--- src/rtl/htfd_pkg.sv ---
// Package for the humidity/temperature frame decoder: codes, constants and CRC step.
`timescale 1ns / 1ps
package htfd_pkg;

    localparam logic [7:0] CRC_INIT = 8'hFF;
    localparam logic [7:0] CRC_POLY = 8'h31;
    localparam logic [7:0] CRC_TOP  = 8'h80;

    // Position of the next byte in the six-byte reply
    localparam logic [2:0] POS_T_MSB = 3'd0;
    localparam logic [2:0] POS_T_LSB = 3'd1;
    localparam logic [2:0] POS_T_CRC = 3'd2;
    localparam logic [2:0] POS_H_MSB = 3'd3;
    localparam logic [2:0] POS_H_LSB = 3'd4;
    localparam logic [2:0] POS_H_CRC = 3'd5;

    localparam logic QTY_TEMP = 1'b0;
    localparam logic QTY_HUM  = 1'b1;

    typedef enum logic [1:0] {
        STAT_OK  = 2'd0,
        STAT_CRC = 2'd1,
        STAT_BUS = 2'd2
    } status_t;

    // Scale factors in hundredths; the divisor is full scale of the raw word
    localparam int          RAW_FULL     = 65535;
    localparam logic [14:0] TEMP_SCALE   = 15'd17500;
    localparam logic [14:0] HUM_SCALE    = 15'd10000;
    localparam logic [14:0] TEMP_OFFSET  = 15'd4500;
    localparam int          PROD_W       = 31;

    function automatic logic [7:0] crc8_feed(input logic [7:0] crc, input logic [7:0] b);
        logic [7:0] c;
        c = crc ^ b;
        for (int i = 0; i < 8; i++) begin
            if ((c & CRC_TOP) != 8'd0)
                c = (c << 1) ^ CRC_POLY;
            else
                c = c << 1;
        end
        return c;
    endfunction

endpackage

--- src/rtl/humidity_temp_frame_decoder_core.sv ---
// Top level: sensor reply frame decoder with CRC-8 check and fixed-point scaling.
//
//  channel | dir | tdata                  | tuser                          | tlast
//  s_*     | in  | [7:0] data_byte        | [0] bus_fail                   | -
//  m_*     | out | [14:0] reading, [15] 0 | [0] quantity, [2:1] status     | last_of_run
//
// A byte is taken every cycle while the multiply stage can drain; each CRC byte gives one result.
// A bus failure gives two results and holds the input until its second result is loaded.
// Results pass through the multiply stage and the divide-correction output register.
// rst_n clears frame position, CRC and the valid flags asynchronously.
// A stalled m_tready backs up into the multiply stage and then into s_tready.
`timescale 1ns / 1ps
module humidity_temp_frame_decoder_core
    import htfd_pkg::*;
(
    input  logic        clk,
    input  logic        rst_n,
    input  logic        s_tvalid,
    output logic        s_tready,
    input  logic [7:0]  s_tdata,   // [7:0] data_byte
    input  logic        s_tuser,   // [0] bus_fail
    output logic        m_tvalid,
    input  logic        m_tready,
    output logic [15:0] m_tdata,   // [14:0] reading, [15] zero
    output logic [2:0]  m_tuser,   // [0] quantity, [2:1] status
    output logic        m_tlast
);

    // Frame state
    logic [2:0] pos_reg, pos_next;
    logic [7:0] crc_reg, crc_next;
    logic [7:0] high_reg, high_next;
    logic [7:0] low_reg, low_next;

    // Multiply stage
    logic              s1_valid_reg, s1_valid_next;
    logic              s1_fail_reg, s1_fail_next;
    logic              s1_half_reg, s1_half_next;
    logic              s1_qty_reg, s1_qty_next;
    logic              s1_good_reg, s1_good_next;
    logic [PROD_W-1:0] s1_prod_reg, s1_prod_next;

    // Result register
    logic        out_valid_reg, out_valid_next;
    logic        out_qty_reg, out_qty_next;
    logic [14:0] out_reading_reg, out_reading_next;
    status_t     out_status_reg, out_status_next;
    logic        out_last_reg, out_last_next;

    logic        accept;
    logic        out_load;
    logic        s1_done;
    logic [2:0]  pos_eff;
    logic [15:0] raw;
    logic [14:0] scale;
    logic        crc_byte;
    logic [14:0] div_q0;
    logic [16:0] div_t;
    logic [14:0] div_q;

    assign out_load = s1_valid_reg && (!out_valid_reg || m_tready);
    // A bus failure entry leaves only after its second result
    assign s1_done  = out_load && (!s1_fail_reg || s1_half_reg);
    assign s_tready = !s1_valid_reg || s1_done;
    assign accept   = s_tvalid && s_tready;

    assign pos_eff  = (pos_reg > POS_H_CRC) ? POS_T_MSB : pos_reg;
    assign crc_byte = (pos_eff == POS_T_CRC) || (pos_eff == POS_H_CRC);
    assign raw      = {high_reg, low_reg};
    assign scale    = (pos_eff == POS_H_CRC) ? HUM_SCALE : TEMP_SCALE;

    always_comb
    begin
        pos_next  = pos_reg;
        crc_next  = crc_reg;
        high_next = high_reg;
        low_next  = low_reg;
        if (accept) begin
            if (s_tuser) begin
                pos_next = POS_T_MSB;
                crc_next = CRC_INIT;
            end else begin
                unique case (pos_eff)
                    POS_T_LSB, POS_H_LSB:
                    begin
                        crc_next = crc8_feed(crc_reg, s_tdata);
                        low_next = s_tdata;
                        pos_next = pos_eff + 3'd1;
                    end
                    POS_T_CRC:
                    begin
                        crc_next = CRC_INIT;
                        pos_next = POS_H_MSB;
                    end
                    POS_H_CRC:
                    begin
                        crc_next = CRC_INIT;
                        pos_next = POS_T_MSB;
                    end
                    default:
                    begin
                        // MSB of either word
                        crc_next  = crc8_feed(CRC_INIT, s_tdata);
                        high_next = s_tdata;
                        pos_next  = pos_eff + 3'd1;
                    end
                endcase
            end
        end
    end

    always_comb
    begin
        s1_valid_next = s1_valid_reg;
        s1_fail_next  = s1_fail_reg;
        s1_half_next  = s1_half_reg;
        s1_qty_next   = s1_qty_reg;
        s1_good_next  = s1_good_reg;
        s1_prod_next  = s1_prod_reg;
        if (out_load && s1_fail_reg && !s1_half_reg)
            s1_half_next = 1'b1;
        else if (s1_done) begin
            s1_valid_next = 1'b0;
            s1_half_next  = 1'b0;
        end
        if (accept && (s_tuser || crc_byte)) begin
            s1_valid_next = 1'b1;
            s1_fail_next  = s_tuser;
            s1_half_next  = 1'b0;
            s1_qty_next   = (pos_eff == POS_H_CRC) ? QTY_HUM : QTY_TEMP;
            s1_good_next  = (crc_reg == s_tdata);
            s1_prod_next  = PROD_W'(raw) * PROD_W'(scale);
        end
    end

    // floor(prod / 65535): prod = q0*65535 + (q0 + r0), and q0 + r0 < 2*65535
    assign div_q0 = s1_prod_reg[PROD_W-1:16];
    assign div_t  = 17'(div_q0) + 17'(s1_prod_reg[15:0]);
    assign div_q  = div_q0 + ((div_t >= 17'(RAW_FULL)) ? 15'd1 : 15'd0);

    always_comb
    begin
        out_valid_next   = out_valid_reg;
        out_qty_next     = out_qty_reg;
        out_reading_next = out_reading_reg;
        out_status_next  = out_status_reg;
        out_last_next    = out_last_reg;
        if (m_tready)
            out_valid_next = 1'b0;
        if (out_load) begin
            out_valid_next = 1'b1;
            priority if (s1_fail_reg) begin
                out_qty_next     = s1_half_reg ? QTY_HUM : QTY_TEMP;
                out_reading_next = 15'd0;
                out_status_next  = STAT_BUS;
                out_last_next    = s1_half_reg;
            end else if (!s1_good_reg) begin
                out_qty_next     = s1_qty_reg;
                out_reading_next = 15'd0;
                out_status_next  = STAT_CRC;
                out_last_next    = 1'b1;
            end else begin
                out_qty_next     = s1_qty_reg;
                out_reading_next = (s1_qty_reg == QTY_HUM) ? div_q : div_q - TEMP_OFFSET;
                out_status_next  = STAT_OK;
                out_last_next    = 1'b1;
            end
        end
    end

    always_ff @(posedge clk or negedge rst_n)
    begin
        if (!rst_n) begin
            pos_reg       <= POS_T_MSB;
            crc_reg       <= CRC_INIT;
            high_reg      <= 8'd0;
            low_reg       <= 8'd0;
            s1_valid_reg  <= 1'b0;
            s1_half_reg   <= 1'b0;
            out_valid_reg <= 1'b0;
        end else begin
            pos_reg       <= pos_next;
            crc_reg       <= crc_next;
            high_reg      <= high_next;
            low_reg       <= low_next;
            s1_valid_reg  <= s1_valid_next;
            s1_half_reg   <= s1_half_next;
            out_valid_reg <= out_valid_next;
        end
    end

    always_ff @(posedge clk)
    begin
        s1_fail_reg     <= s1_fail_next;
        s1_qty_reg      <= s1_qty_next;
        s1_good_reg     <= s1_good_next;
        s1_prod_reg     <= s1_prod_next;
        out_qty_reg     <= out_qty_next;
        out_reading_reg <= out_reading_next;
        out_status_reg  <= out_status_next;
        out_last_reg    <= out_last_next;
    end

    assign m_tvalid = out_valid_reg;
    assign m_tdata  = {1'b0, out_reading_reg};
    assign m_tuser  = {out_status_reg, out_qty_reg};
    assign m_tlast  = out_last_reg;

    a_pos_range: assert property (@(posedge clk) disable iff (!rst_n)
        pos_reg <= POS_H_CRC)
        else $error("frame position out of range");

    a_half_only_on_fail: assert property (@(posedge clk) disable iff (!rst_n)
        s1_half_reg |-> (s1_valid_reg && s1_fail_reg))
        else $error("second-half flag without a pending bus failure");

    a_fail_second_is_hum: assert property (@(posedge clk) disable iff (!rst_n)
        (out_load && s1_fail_reg && !s1_half_reg) |=>
            (s1_valid_reg && s1_fail_reg && s1_half_reg))
        else $error("bus failure entry released before humidity result");

    a_bad_reading_zero: assert property (@(posedge clk) disable iff (!rst_n)
        (out_valid_reg && (out_status_reg != STAT_OK)) |-> (out_reading_reg == 15'd0))
        else $error("error result carries a nonzero reading");

    a_fail_first_not_last: assert property (@(posedge clk) disable iff (!rst_n)
        (out_valid_reg && !out_last_reg) |->
            (out_status_reg == STAT_BUS && out_qty_reg == QTY_TEMP))
        else $error("non-final result that is not the bus failure temperature");

endmodule

--- config.mk ---
export PLATFORM = sky130hd
export DESIGN_NAME = humidity_temp_frame_decoder_core
export DESIGN_NICKNAME = d
export VERILOG_FILES = /design/src/rtl/htfd_pkg.sv /design/src/rtl/humidity_temp_frame_decoder_core.sv
export SDC_FILE = /design/constraint.sdc
export NUM_CORES = 1
export LEC_CHECK = 0
export ABC_AREA = 0
export ABC_CLOCK_PERIOD_IN_PS = 10590
export BUFFER_PORTS_ARGS = -buffer_cell sky130_fd_sc_hd__buf_4
export CAP_MARGIN = 25
export CELL_PAD_IN_SITES_DETAIL_PLACEMENT = 2
export CELL_PAD_IN_SITES_GLOBAL_PLACEMENT = 2
export CORE_AREA = 2 2 146 148
export CTS_CLUSTER_DIAMETER = 100
export DETAILED_ROUTE_END_ITERATION = 12
export DIE_AREA = 0 0 148 150
export MAX_ROUTING_LAYER = met4
export PLACE_DENSITY_LB_ADDON = 0.1
export SLEW_MARGIN = 40
export SYNTH_ARGS = -nofsm -noshare
export SYNTH_HDL_FRONTEND = slang
export SYNTH_SLANG_ARGS = --single-unit
export TNS_END_PERCENT = 30
--- constraint.sdc ---
create_clock -name clk -period 10.59 [get_ports clk]
set_clock_uncertainty 0.15 [all_clocks]
set_input_delay 1.059 -clock clk [delete_from_list [all_inputs] [get_ports clk]]
set_output_delay 1.059 -clock clk [all_outputs]
set_load 0.05 [all_outputs]
-- Word level (Yosys, flattened, before mapping)
Cells that the tools add are included.
- bits of input ports: 13
- logic and storage cells: 151
- output and inout bits: 22
- register bits: 83
- add/subtract/negate cells: 4
- order comparisons: 2
- mux-type cells: 77
- bitwise operators: 21
- multipliers: 1
- equality and inequality tests: 6
- reductions and logical operators: 25
- operator list (cell ; count):
    $mux W8 ; 43
    $mux W6 ; 16
    $not A3 Y3 ; 16
    $mul A16 B15 Y31 ; 1
    $mux W15 ; 2
    $add A15 B16 Y17 ; 1
    $ge A17 B16 Y1 const B ; 1
    $pmux W8 S2 ; 1
    $add A15 B1 Y15 ; 1
    $sub A15 B13 Y15 const B ; 1
    $mux W1 ; 12
    $eq A8 B8 Y1 ; 1
    $not A8 Y8 ; 1
    $xor A8 B8 Y8 ; 1
    $eq A3 B3 Y1 const B ; 2
    $logic_and A1 B1 Y1 ; 6
    $mux W3 ; 2
    $pmux W3 S2 ; 1
    $reduce_and A3 Y1 ; 2
    $reduce_or A2 Y1 ; 3
    $logic_or A1 B1 Y1 ; 5
    $logic_not A1 Y1 ; 4
    $reduce_bool A2 Y1 ; 2
    $reduce_or A4 Y1 ; 1
    other kinds (8) ; 10

-- Logic depth before layout (Yosys ltp)
Gate-level depths: netlist of run 1.
- depth after elaboration: 41
- depth in mapped cells: 27

-- Least setup slack after synthesis of run 1
OpenSTA, ideal clock, no wires.
- path kind: reg-to-reg
- start point: register pos_reg[0]
- end point: register s1_prod_reg[29] (data pin)
- buffers on the path: 3
- library setup time: 258 ps
- slack: 4244 ps
- stages on the path, launching flop included: 27
- arrival: 5939 ps
- path through: dfrtp_1 > clkbuf_1 > nor2b_1 > clkbuf_1 > nand2_1 > clkbuf_1 > nand2_1 > inv_1 > ha_1 > inv_1 > fa_1 > inv_1 > fa_1 > inv_1 > fa_1 > inv_1 > fa_1 > ha_1 > ha_1 > o21a_1 > o31a_1 > o32ai_2 > a211o_1 > nand2_1 > a211o_1 > a21oi_1 > xnor2_1
- longest elaborated chain between the ends: 5
- ends and longest elaborated chain (item ; RTL line ; RTL):
    start: declaration ; humidity_temp_frame_decoder_core.sv:30 ; logic [2:0] pos_reg, pos_next;
    start signal: assignment ; humidity_temp_frame_decoder_core.sv:182 ; pos_reg <= pos_next;
    $gt A3 B3 Y1 ; humidity_temp_frame_decoder_core.sv:67 ; assign pos_eff = (pos_reg > POS_H_CRC) ? POS_T_MSB : pos_reg;
    $mux W3 (*) ; humidity_temp_frame_decoder_core.sv:67 ;
    $eq A3 B3 Y1 (*) ; humidity_temp_frame_decoder_core.sv:70 ; assign scale = (pos_eff == POS_H_CRC) ? HUM_SCALE : TEMP_SCALE;
    $mux W15 (*) ; humidity_temp_frame_decoder_core.sv:70 ;
    $mul A16 B15 Y31 (*) ; humidity_temp_frame_decoder_core.sv:132 ; s1_prod_next = PROD_W'(raw) * PROD_W'(scale);
    end signal: assignment ; humidity_temp_frame_decoder_core.sv:197 ; s1_prod_reg <= s1_prod_next;
    end: declaration ; humidity_temp_frame_decoder_core.sv:41 ; logic [PROD_W-1:0] s1_prod_reg, s1_prod_next;
Every way passes the cells marked *; elsewhere a longest branch is shown, timed or not.
A chain may end at the register's enable or synchronous reset.

-- Worst setup path after layout of run 1
- start point: register pos_reg[0]
- end point: register s1_prod_reg[28] (data pin)
The elaborated chain is that of the path after synthesis.

==> reports/metrics.yaml, run 1 <==
status:
  status: "finished, final reports clean"
final_layout:
  seq_area_mm2: 0.002292
  largest_reg_flops: 29
  multi_input_area_mm2: 0.006578
  final_layout_size_suffix_gt1_frac: 0.08952
  diodes: 0
  nets: 1221
  layout_common_cells: "139 x ha_1, 138 x inv_1, 91 x fa_1"
  nFillCells: 2206
  layout_commonest_cell: "ha_1"
  areaGrowthSynthToFinish_pct: 10.22
route:
  vias: 6921
  wl_per_cell_um: 22.51
  top_layer_used: "met4"
  first_pass_iters: 4
  drtAntennaViolNets: 0
  wl_met2_um: 14860
  via_per_inst: 5.502
  wl_met1_um: 11550
  drt_iter0_drc: 207
  drc: 0
  totalWireLength_um: 28320
  met3_length_um: 668
synth:
  synth.ff_latch_count: 81
  seq_area_frac_synth: 0.2451
  synthArstFlopShare: 0.3704
  synth_top_area_frac: 0.1948
  syn_inst: 922
  synth_flop_cell: "edfxtp_1"
  ys.warnings.count: 0
  synth.distinct_cells: 62
  postSynthAreaPerCell_um2: 10.14
  yosys-top-cells-area: "fa_1 19%, ha_1 19%, edfxtp_1 16%, dfrtp_1 5.9%, inv_1 5.5%"
  yosysTopAreaCell: "fa_1"
  synth_area_mm2: 0.009350
  synth_enable_flop_cells: 51
hold_path:
  min_path_type: "flop to flop"
  hold_depth: 2
setup_path:
  cp_num_buf_inv: 5
  max_stage_delay_ns: 0.61
  path_common_cell: "inv_1"
  critPathKind: "flop to flop"
  worstPathMaxFanout: 19
  startpoint_type: "flop"
  cp.depth: 23
  worstPathCellList: "nor2b_1 > nand2_1 > nand2_1 > inv_1 > ha_1 > inv_1 > fa_1 > inv_1 > fa_1 > inv_1 > fa_1 > inv_1 > fa_1 > ha_1 > ha_1 > o21ai_0 > o21bai_1 > o211ai_1 > a211oi_1 > o21ai_0 > and3_1 > nor3_1 > xor2_1"
  slowest_stage: "nand2_1"
  crit_required_ns: 10.53
  worstRegToRegCells: 23
  crit_arrival_ns: 7.41
  crit_family: "adder cells"
  worstSetupEndpointType: "flop"
cts:
  htreeDepth: 3
  cts_made_buffers: 9
  cts_buffer_depth: 2
  postCtsHoldBufs: 0
  ctsResizeCount: 0
  cts_root_buf: "clkbuf_16"
  cts_tree: "yes"
  clock_sinks: 81
  worstSkewPairLatency_ns: 0.36
  clkSlewWorstSetupHoldPaths_ns: 0.07
  postCtsSetupRepairBufs: 0
floorplan:
  start_util: 0.4519
  die_height_um: 150
  dieArea_mm2: 0.02220
  num_rows: 53
  core_mm2: 0.02069
  io_pins: 35
  die-width_um: 148
grt:
  grt_max_degree: 34
  track_usage: 0.2750
  grt_pass1_wl_um: 44730
  grt_overflow: 0
  grt_pass1_vias: 7906
  grt_antenna_before_repair: 0
place:
  dp_hpwl_um: 22790
  gp_congestion: 0.8518
  port_buffers: 33
sta:
  worst_slew_pin_slew_ns: 0.7799
  fin_crit_sh: 0.7054
  fmax_ghz: 0.1339
  hold_viol: 0
  relSlewSlack: 0.4795
  rsz0062_at_grt: "no"
  fin_crit_ns: 7.470
  tns_ns: 0
  slew_violations: 0
  setup_viol: 0
run:
  drv_cap: 0
[cells in the mapped netlist (all sizes together), types with 12 or more instances]
cell type and number:
ha 139, inv 139, fa 91, nand2 64, xnor2 57, edfxtp 51, nor2 48, a21oi 36
o21ai 31, xor2 28, dfrtp 22, and3 17, mux2 17, clkbuf 14, nor2b 14, nand2b 12
nand3 12
[final timing paths]
| check | start | to | slack [ns] |
|---|---|---|---|
| worst min-delay path | crc_reg[7]$_DFFE_PN1P_ | crc_reg[7]$_DFFE_PN1P_ | 0.36 |
| min in group asynchronous | rst_n | s1_valid_reg$_DFFE_PN0P_ | 0.47 |
| worst max register to register | pos_reg[0]$_DFFE_PN0P_ | s1_prod_reg[28]$_DFFE_PP_ | 3.12 |
| worst min register to register | crc_reg[7]$_DFFE_PN1P_ | crc_reg[7]$_DFFE_PN1P_ | 0.36 |
| max in group asynchronous | rst_n | crc_reg[2]$_DFFE_PN1P_ | 9.48 |
| worst max-delay path | pos_reg[0]$_DFFE_PN0P_ | s1_prod_reg[28]$_DFFE_PP_ | 3.12 |
[layer usage]
metal | vias to the layer above | global-route usage
li1 | 3191 | -
met1 | 3536 | 0.3150
met2 | 120 | 0.4875
met3 | 74 | 0.03262
met4 | 0 | 0.1190
met5 | - | -
[worst reg2reg max path, stage by stage, from the launching register on]
cell and delay (ns):
dfrtp_1 0.49, nor2b_1 0.55, nand2_1 0.61, nand2_1 0.40, inv_1 0.10, ha_1 0.31, inv_1 0.07, fa_1 0.55
inv_1 0.08, fa_1 0.51, inv_1 0.06, fa_1 0.48, inv_1 0.06, fa_1 0.48, ha_1 0.31, ha_1 0.36
o21ai_0 0.11, o21bai_1 0.25, o211ai_1 0.20, a211oi_1 0.35, o21ai_0 0.19, and3_1 0.18, nor3_1 0.26, xor2_1 0.10
[layout make-up]
type,count,share of cell area
Sequential cell,81,0.2224
Timing Repair Buffer,34,0.02477
Clock buffer,11,0.02465
Clock inverter,5,0.005949
Inverter,139,0.05063
Tap cell,275,0.03339
Multi-Input combinational cell,713,0.6382
[cell families (layout without fill, tap and decap cells)]
kind of cell / count (synthesis) / in the layout / share of synthesized area
AND/OR/NAND/NOR: 212 / 212 / 0.1119
buffers and inverters: 156 / 189 / 0.06343
other: 2 / 30 / 0.0008032
adder cells (fa/ha/maj): 230 / 230 / 0.3808
AO/OA/AOI/OAI: 136 / 136 / 0.09461
XOR/XNOR: 85 / 85 / 0.07962
multiplexers: 20 / 20 / 0.02369
flip-flops: 81 / 81 / 0.2451
[through the flow]
stage          utilization  std cells  setup WS (ns)  hold WS [ns]  cell area (um^2)
2_1_floorplan            -        950          4.244        0.3003              9455
3_3_place_gp        0.4826       1242          3.830        0.3138              9986
3_5_place_dp        0.4826       1242          3.374        0.3553              9986
4_1_cts             0.4979       1258          3.192        0.3648             10300
5_1_grt             0.4981       1258          2.687        0.3861             10310
6_report            0.4981       1258          3.120        0.3571             10310
Power of run 1 is not shown: default switching activity piles up to over one toggle a cycle in this logic, so the estimate is an artifact.
==> run 2, diff against run 1 <==
- ABC_CLOCK_PERIOD_IN_PS: 10590 -> 7700
- CORE_AREA: 2 2 146 148 -> 2 2 153 155
- DIE_AREA: 0 0 148 150 -> 0 0 155 157
- clock period: 10.59 -> 7.7 ns (I/O delays scaled with it)
==> reports/metrics.yaml, run 2 (synthesis results as in run 1) <==
route:
  via_per_inst: 5.353
  drt_iter0_drc: 216
  totalWireLength_um: 26800
  wl_per_cell_um: 21.14
  drc: 0
  vias: 6787
  drtAntennaViolNets: 0
  first_pass_iters: 4
final_layout:
  layout_commonest_cell: "ha_1"
  nets: 1221
  largest_reg_flops: 29
  areaGrowthSynthToFinish_pct: 10.48
  layout_common_cells: "139 x ha_1, 138 x inv_1, 91 x fa_1"
  final_layout_size_suffix_gt1_frac: 0.08952
  diodes: 0
  fin_area_mm2: 0.01033
  nFillCells: 2397
place:
  dpl_cell_area_mm2: 0.009998
  gp_congestion: 0.8395
  place_ws_ns: 0.6096
  dp_hpwl_um: 22500
  port_buffers: 33
grt:
  grt_max_degree: 34
  grt_pass1_wl_um: 42660
  grt_overflow: 0
  grt_pass1_vias: 7806
  grt_antenna_before_repair: 0
  track_usage: 0.2377
sta:
  hold_viol: 0
  fin_crit_sh: 0.9265
  setup_slack_ns: 0.5661
  setup_viol: 0
  fin_crit_ns: 7.134
  fmax_ghz: 0.1402
  slew_violations: 0
  relSlewSlack: 0.3825
  rsz0062_at_grt: "no"
  tns_ns: 0
  worst_slew_pin_slew_ns: 0.9207
setup_path:
  max_stage_delay_ns: 0.52
  crit_arrival_ns: 7.08
  crit_family: "adder cells"
  critPathKind: "flop to flop"
  worstPathCellList: "nor2b_1 > nand2_1 > nand2_1 > inv_1 > ha_1 > inv_1 > fa_1 > inv_1 > fa_1 > inv_1 > fa_1 > inv_1 > fa_1 > ha_1 > ha_1 > o21a_1 > o31a_1 > o32ai_2 > a211o_1 > nand2_1 > a211o_1 > a21oi_1 > xnor2_1"
  worstPathMaxFanout: 19
  cp_num_buf_inv: 5
  crit_required_ns: 7.65
  worstSetupEndpointType: "flop"
  path_common_cell: "inv_1"
  slowest_stage: "nand2_1"
  startpoint_type: "flop"
cts:
  ctsResizeCount: 0
  cts_buffer_depth: 2
  postCtsHoldBufs: 0
  cts_made_buffers: 9
  clock_sinks: 81
  postCtsSetupRepairBufs: 0
  htreeDepth: 3
  cts_tree: "yes"
  worstSkewPairLatency_ns: 0.35
  clkSlewWorstSetupHoldPaths_ns: 0.07
  cts_root_buf: "clkbuf_16"
status:
  status: "finished, final reports clean"
floorplan:
  start_util: 0.4155
  core_mm2: 0.02250
  die_height_um: 157
  num_rows: 55
  io_pins: 35
  die-width_um: 155
  dieArea_mm2: 0.02434
hold_path:
  min_path_type: "input pin to async pin"
run:
  drv_cap: 0
==> run 2: changes by cell type in the layout (fill, tap and decap cells not counted), sizes merged <==
| cell | before | now |
|---|---|---|
| clkinv | 3 | 1 |
| inv | 140 | 142 |
==> run 2: cell type report <==
type / instances / area (um^2) / share of cell area
flip-flops and latches: 81 / 2292 / 0.2219
clock buffers: 11 / 264.0 / 0.02556
clock inverters: 5 / 67.56 / 0.006541
well taps: 285 / 356.6 / 0.03452
multi-input cells: 713 / 6573 / 0.6363
inverters: 139 / 521.8 / 0.05051
repair buffers: 34 / 255.2 / 0.02471
==> run 2: layer usage <==
metal  part of all wire  up-vias  wire (um)  track usage
met5                  0        -          0            -
met4              0.024        0        646      0.07187
met3              0.015       36        412      0.02478
met2               0.53       60      14260       0.4349
met1               0.43     3496      11490       0.2760
li1                   -     3195          -            -
==> run 2: worst paths after layout <==
| check | start | endpoint | slack [ns] | depth (start not counted) |
|---|---|---|---|---|
| setup / recovery | pos_reg[0]$_DFFE_PN0P_ | s1_prod_reg[29]$_DFFE_PP_ | 0.57 | 23 |
| hold / removal | rst_n | low_reg[0]$_DFFE_PN0P_ | 0.19 | 1 |
| setup reg to reg | pos_reg[0]$_DFFE_PN0P_ | s1_prod_reg[29]$_DFFE_PP_ | 0.57 | 23 |
| hold reg to reg | s1_valid_reg$_DFFE_PN0P_ | m_tvalid$_DFFE_PN0P_ | 0.35 | 1 |
| max in group asynchronous | rst_n | crc_reg[4]$_DFFE_PN1P_ | 6.88 | 1 |
| min in group clk | s1_valid_reg$_DFFE_PN0P_ | m_tvalid$_DFFE_PN0P_ | 0.35 | 1 |
==> run 2: through the flow <==
step / util / hold WS, ns / cells
after floorplan: - / 0.3003 / 950
after global placement: 0.4443 / 0.3246 / 1252
after global routing: 0.4590 / 0.2087 / 1268
final: 0.4590 / 0.1937 / 1268
after CTS: 0.4590 / 0.1905 / 1268
after detailed placement: 0.4443 / 0.3333 / 1252
Power of run 2 is left out for the same reason.
==> run 3, diff against run 2 <==
--- a/config.mk
+++ b/config.mk
@@ -10,3 +10,3 @@
 export BUFFER_PORTS_ARGS = -buffer_cell sky130_fd_sc_hd__buf_4
-export CAP_MARGIN = 25
+export CAP_MARGIN = 0
 export CELL_PAD_IN_SITES_DETAIL_PLACEMENT = 2
@@ -15,2 +15,3 @@
 export CTS_CLUSTER_DIAMETER = 100
+export CTS_CLUSTER_SIZE = 40
 export DETAILED_ROUTE_END_ITERATION = 12
==> constraint.sdc (replaced) <==
create_clock -name clk -period 7.7 [get_ports clk]
set_clock_uncertainty 0.15 [all_clocks]
set_input_delay 0.385 -clock clk [delete_from_list [all_inputs] [get_ports clk]]
set_output_delay 0.385 -clock clk [all_outputs]
set_load 0.05 [all_outputs]
==> reports/metrics.yaml, run 3 (synthesis results as in run 1) <==
setup_path:
  slowest_stage: "nand2_1"
  path_common_cell: "inv_1"
  worstSetupEndpointType: "flop"
  crit_arrival_ns: 7.07
  startpoint_type: "flop"
  critPathKind: "flop to flop"
  cp_num_buf_inv: 5
  max_stage_delay_ns: 0.52
  worstPathMaxFanout: 19
  crit_required_ns: 7.65
  worstPathCellList: "nor2b_1 > nand2_1 > nand2_1 > inv_1 > ha_1 > inv_1 > fa_1 > inv_1 > fa_1 > inv_1 > fa_1 > inv_1 > fa_1 > ha_1 > ha_1 > o21a_1 > o31a_1 > o32ai_2 > a211o_1 > nand2_1 > a211o_1 > a21oi_1 > xnor2_1"
  crit_family: "adder cells"
sta:
  hold_viol: 0
  tns_ns: 0
  fin_crit_ns: 7.120
  fin_crit_sh: 0.9247
  slew_violations: 0
  rsz0062_at_grt: "no"
  relSlewSlack: 0.4260
  worst_slew_pin_slew_ns: 0.8558
  setup_viol: 0
  fmax_ghz: 0.1404
cts:
  cts_tree: "yes"
  clkSlewWorstSetupHoldPaths_ns: 0.07
  cts_root_buf: "clkbuf_16"
  cts_buffer_depth: 2
  cts_made_buffers: 9
  postCtsSetupRepairBufs: 0
  worstSkewPairLatency_ns: 0.35
  htreeDepth: 3
  clock_sinks: 81
floorplan:
  core_mm2: 0.02250
  start_util: 0.4155
  io_pins: 35
  num_rows: 55
  dieArea_mm2: 0.02434
  die_height_um: 157
  die-width_um: 155
route:
  drtAntennaViolNets: 0
  vias: 6785
  via_per_inst: 5.347
  first_pass_iters: 4
  drt_iter0_drc: 234
  wl_per_cell_um: 21.18
  totalWireLength_um: 26880
  drc: 0
final_layout:
  diodes: 0
  largest_reg_flops: 29
  areaGrowthSynthToFinish_pct: 10.58
  layout_common_cells: "139 x ha_1, 138 x inv_1, 91 x fa_1"
  layout_commonest_cell: "ha_1"
  final_layout_size_suffix_gt1_frac: 0.08943
  nets: 1222
place:
  port_buffers: 33
  gp_congestion: 0.8395
  dp_hpwl_um: 22500
status:
  status: "finished, final reports clean"
run:
  drv_cap: 0
grt:
  grt_overflow: 0
  track_usage: 0.2385
  grt_pass1_vias: 7817
  grt_antenna_before_repair: 0
  grt_pass1_wl_um: 42770
  grt_max_degree: 34
hold_path:
  min_path_type: "input pin to flop"
## run 3: per-stage QoR
step | utilization | cell area [um^2] | setup WS, ns | hold WS (ns) | cells
finish | 0.4595 | 10340 | 0.5796 | 0.1459 | 1269
global route | 0.4595 | 10340 | 0.06864 | 0.1423 | 1269
global placement | 0.4443 | 9998 | 0.9153 | 0.1907 | 1252
floorplan | - | 9455 | 1.354 | -0.06059 | 950
detailed placement | 0.4443 | 9998 | 0.6096 | 0.1935 | 1252
CTS | 0.4595 | 10340 | 0.5734 | 0.1282 | 1269
## run 3: what timing repair did
item / CTS / global route
hold buffers: 1 / 0
resized for setup: 0 / 0
endpoints found under the hold margin: 22 / 0
## run 3: layout make-up
cell class / instances / area, um^2
clock buffers: 11 / 264.0
flip-flops and latches: 81 / 2292
multi-input cells: 713 / 6573
well taps: 285 / 356.6
fillers: 2397 / 12160
inverters: 139 / 521.8
clock inverters: 5 / 67.56
repair buffers: 35 / 265.3
## run 3: final timing paths
kind                                   startpoint                         to  slack [ns]  cells past startpoint
max reg2reg                pos_reg[0]$_DFFE_PN0P_  s1_prod_reg[29]$_DFFE_PP_        0.58                     23
min                                       s_tuser      s1_fail_reg$_DFFE_PP_        0.15                      1
min reg2reg                crc_reg[5]$_DFFE_PN1P_     crc_reg[5]$_DFFE_PN1P_        0.36                      2
max                        pos_reg[0]$_DFFE_PN0P_  s1_prod_reg[29]$_DFFE_PP_        0.58                     23
max in group asynchronous                   rst_n     crc_reg[7]$_DFFE_PN1P_        6.72                      2
min in group asynchronous                   rst_n       m_tvalid$_DFFE_PN0P_        0.35                      2
## run 3: worst register-to-register path, stage by stage, from the launching register on
cell     delay, ns
dfrtp_1       0.48
nor2b_1       0.48
nand2_1       0.52
nand2_1       0.35
inv_1         0.09
ha_1          0.29
inv_1         0.05
fa_1          0.49
inv_1         0.05
fa_1          0.50
inv_1         0.05
fa_1          0.48
inv_1         0.06
fa_1          0.48
ha_1          0.31
ha_1          0.35
o21a_1        0.21
o31a_1        0.14
o32ai_2       0.47
a211o_1       0.20
nand2_1       0.09
a211o_1       0.28
a21oi_1       0.21
xnor2_1       0.09
## run 3: routing by layer
layer | vias up | routed length [um] | global-route usage
li1 | 3194 | - | -
met1 | 3488 | 11440 | 0.2764
met2 | 65 | 14290 | 0.4370
met3 | 38 | 492 | 0.02478
met4 | 0 | 663 | 0.07187
met5 | - | 0 | -
Power of run 3 is left out for the same reason.
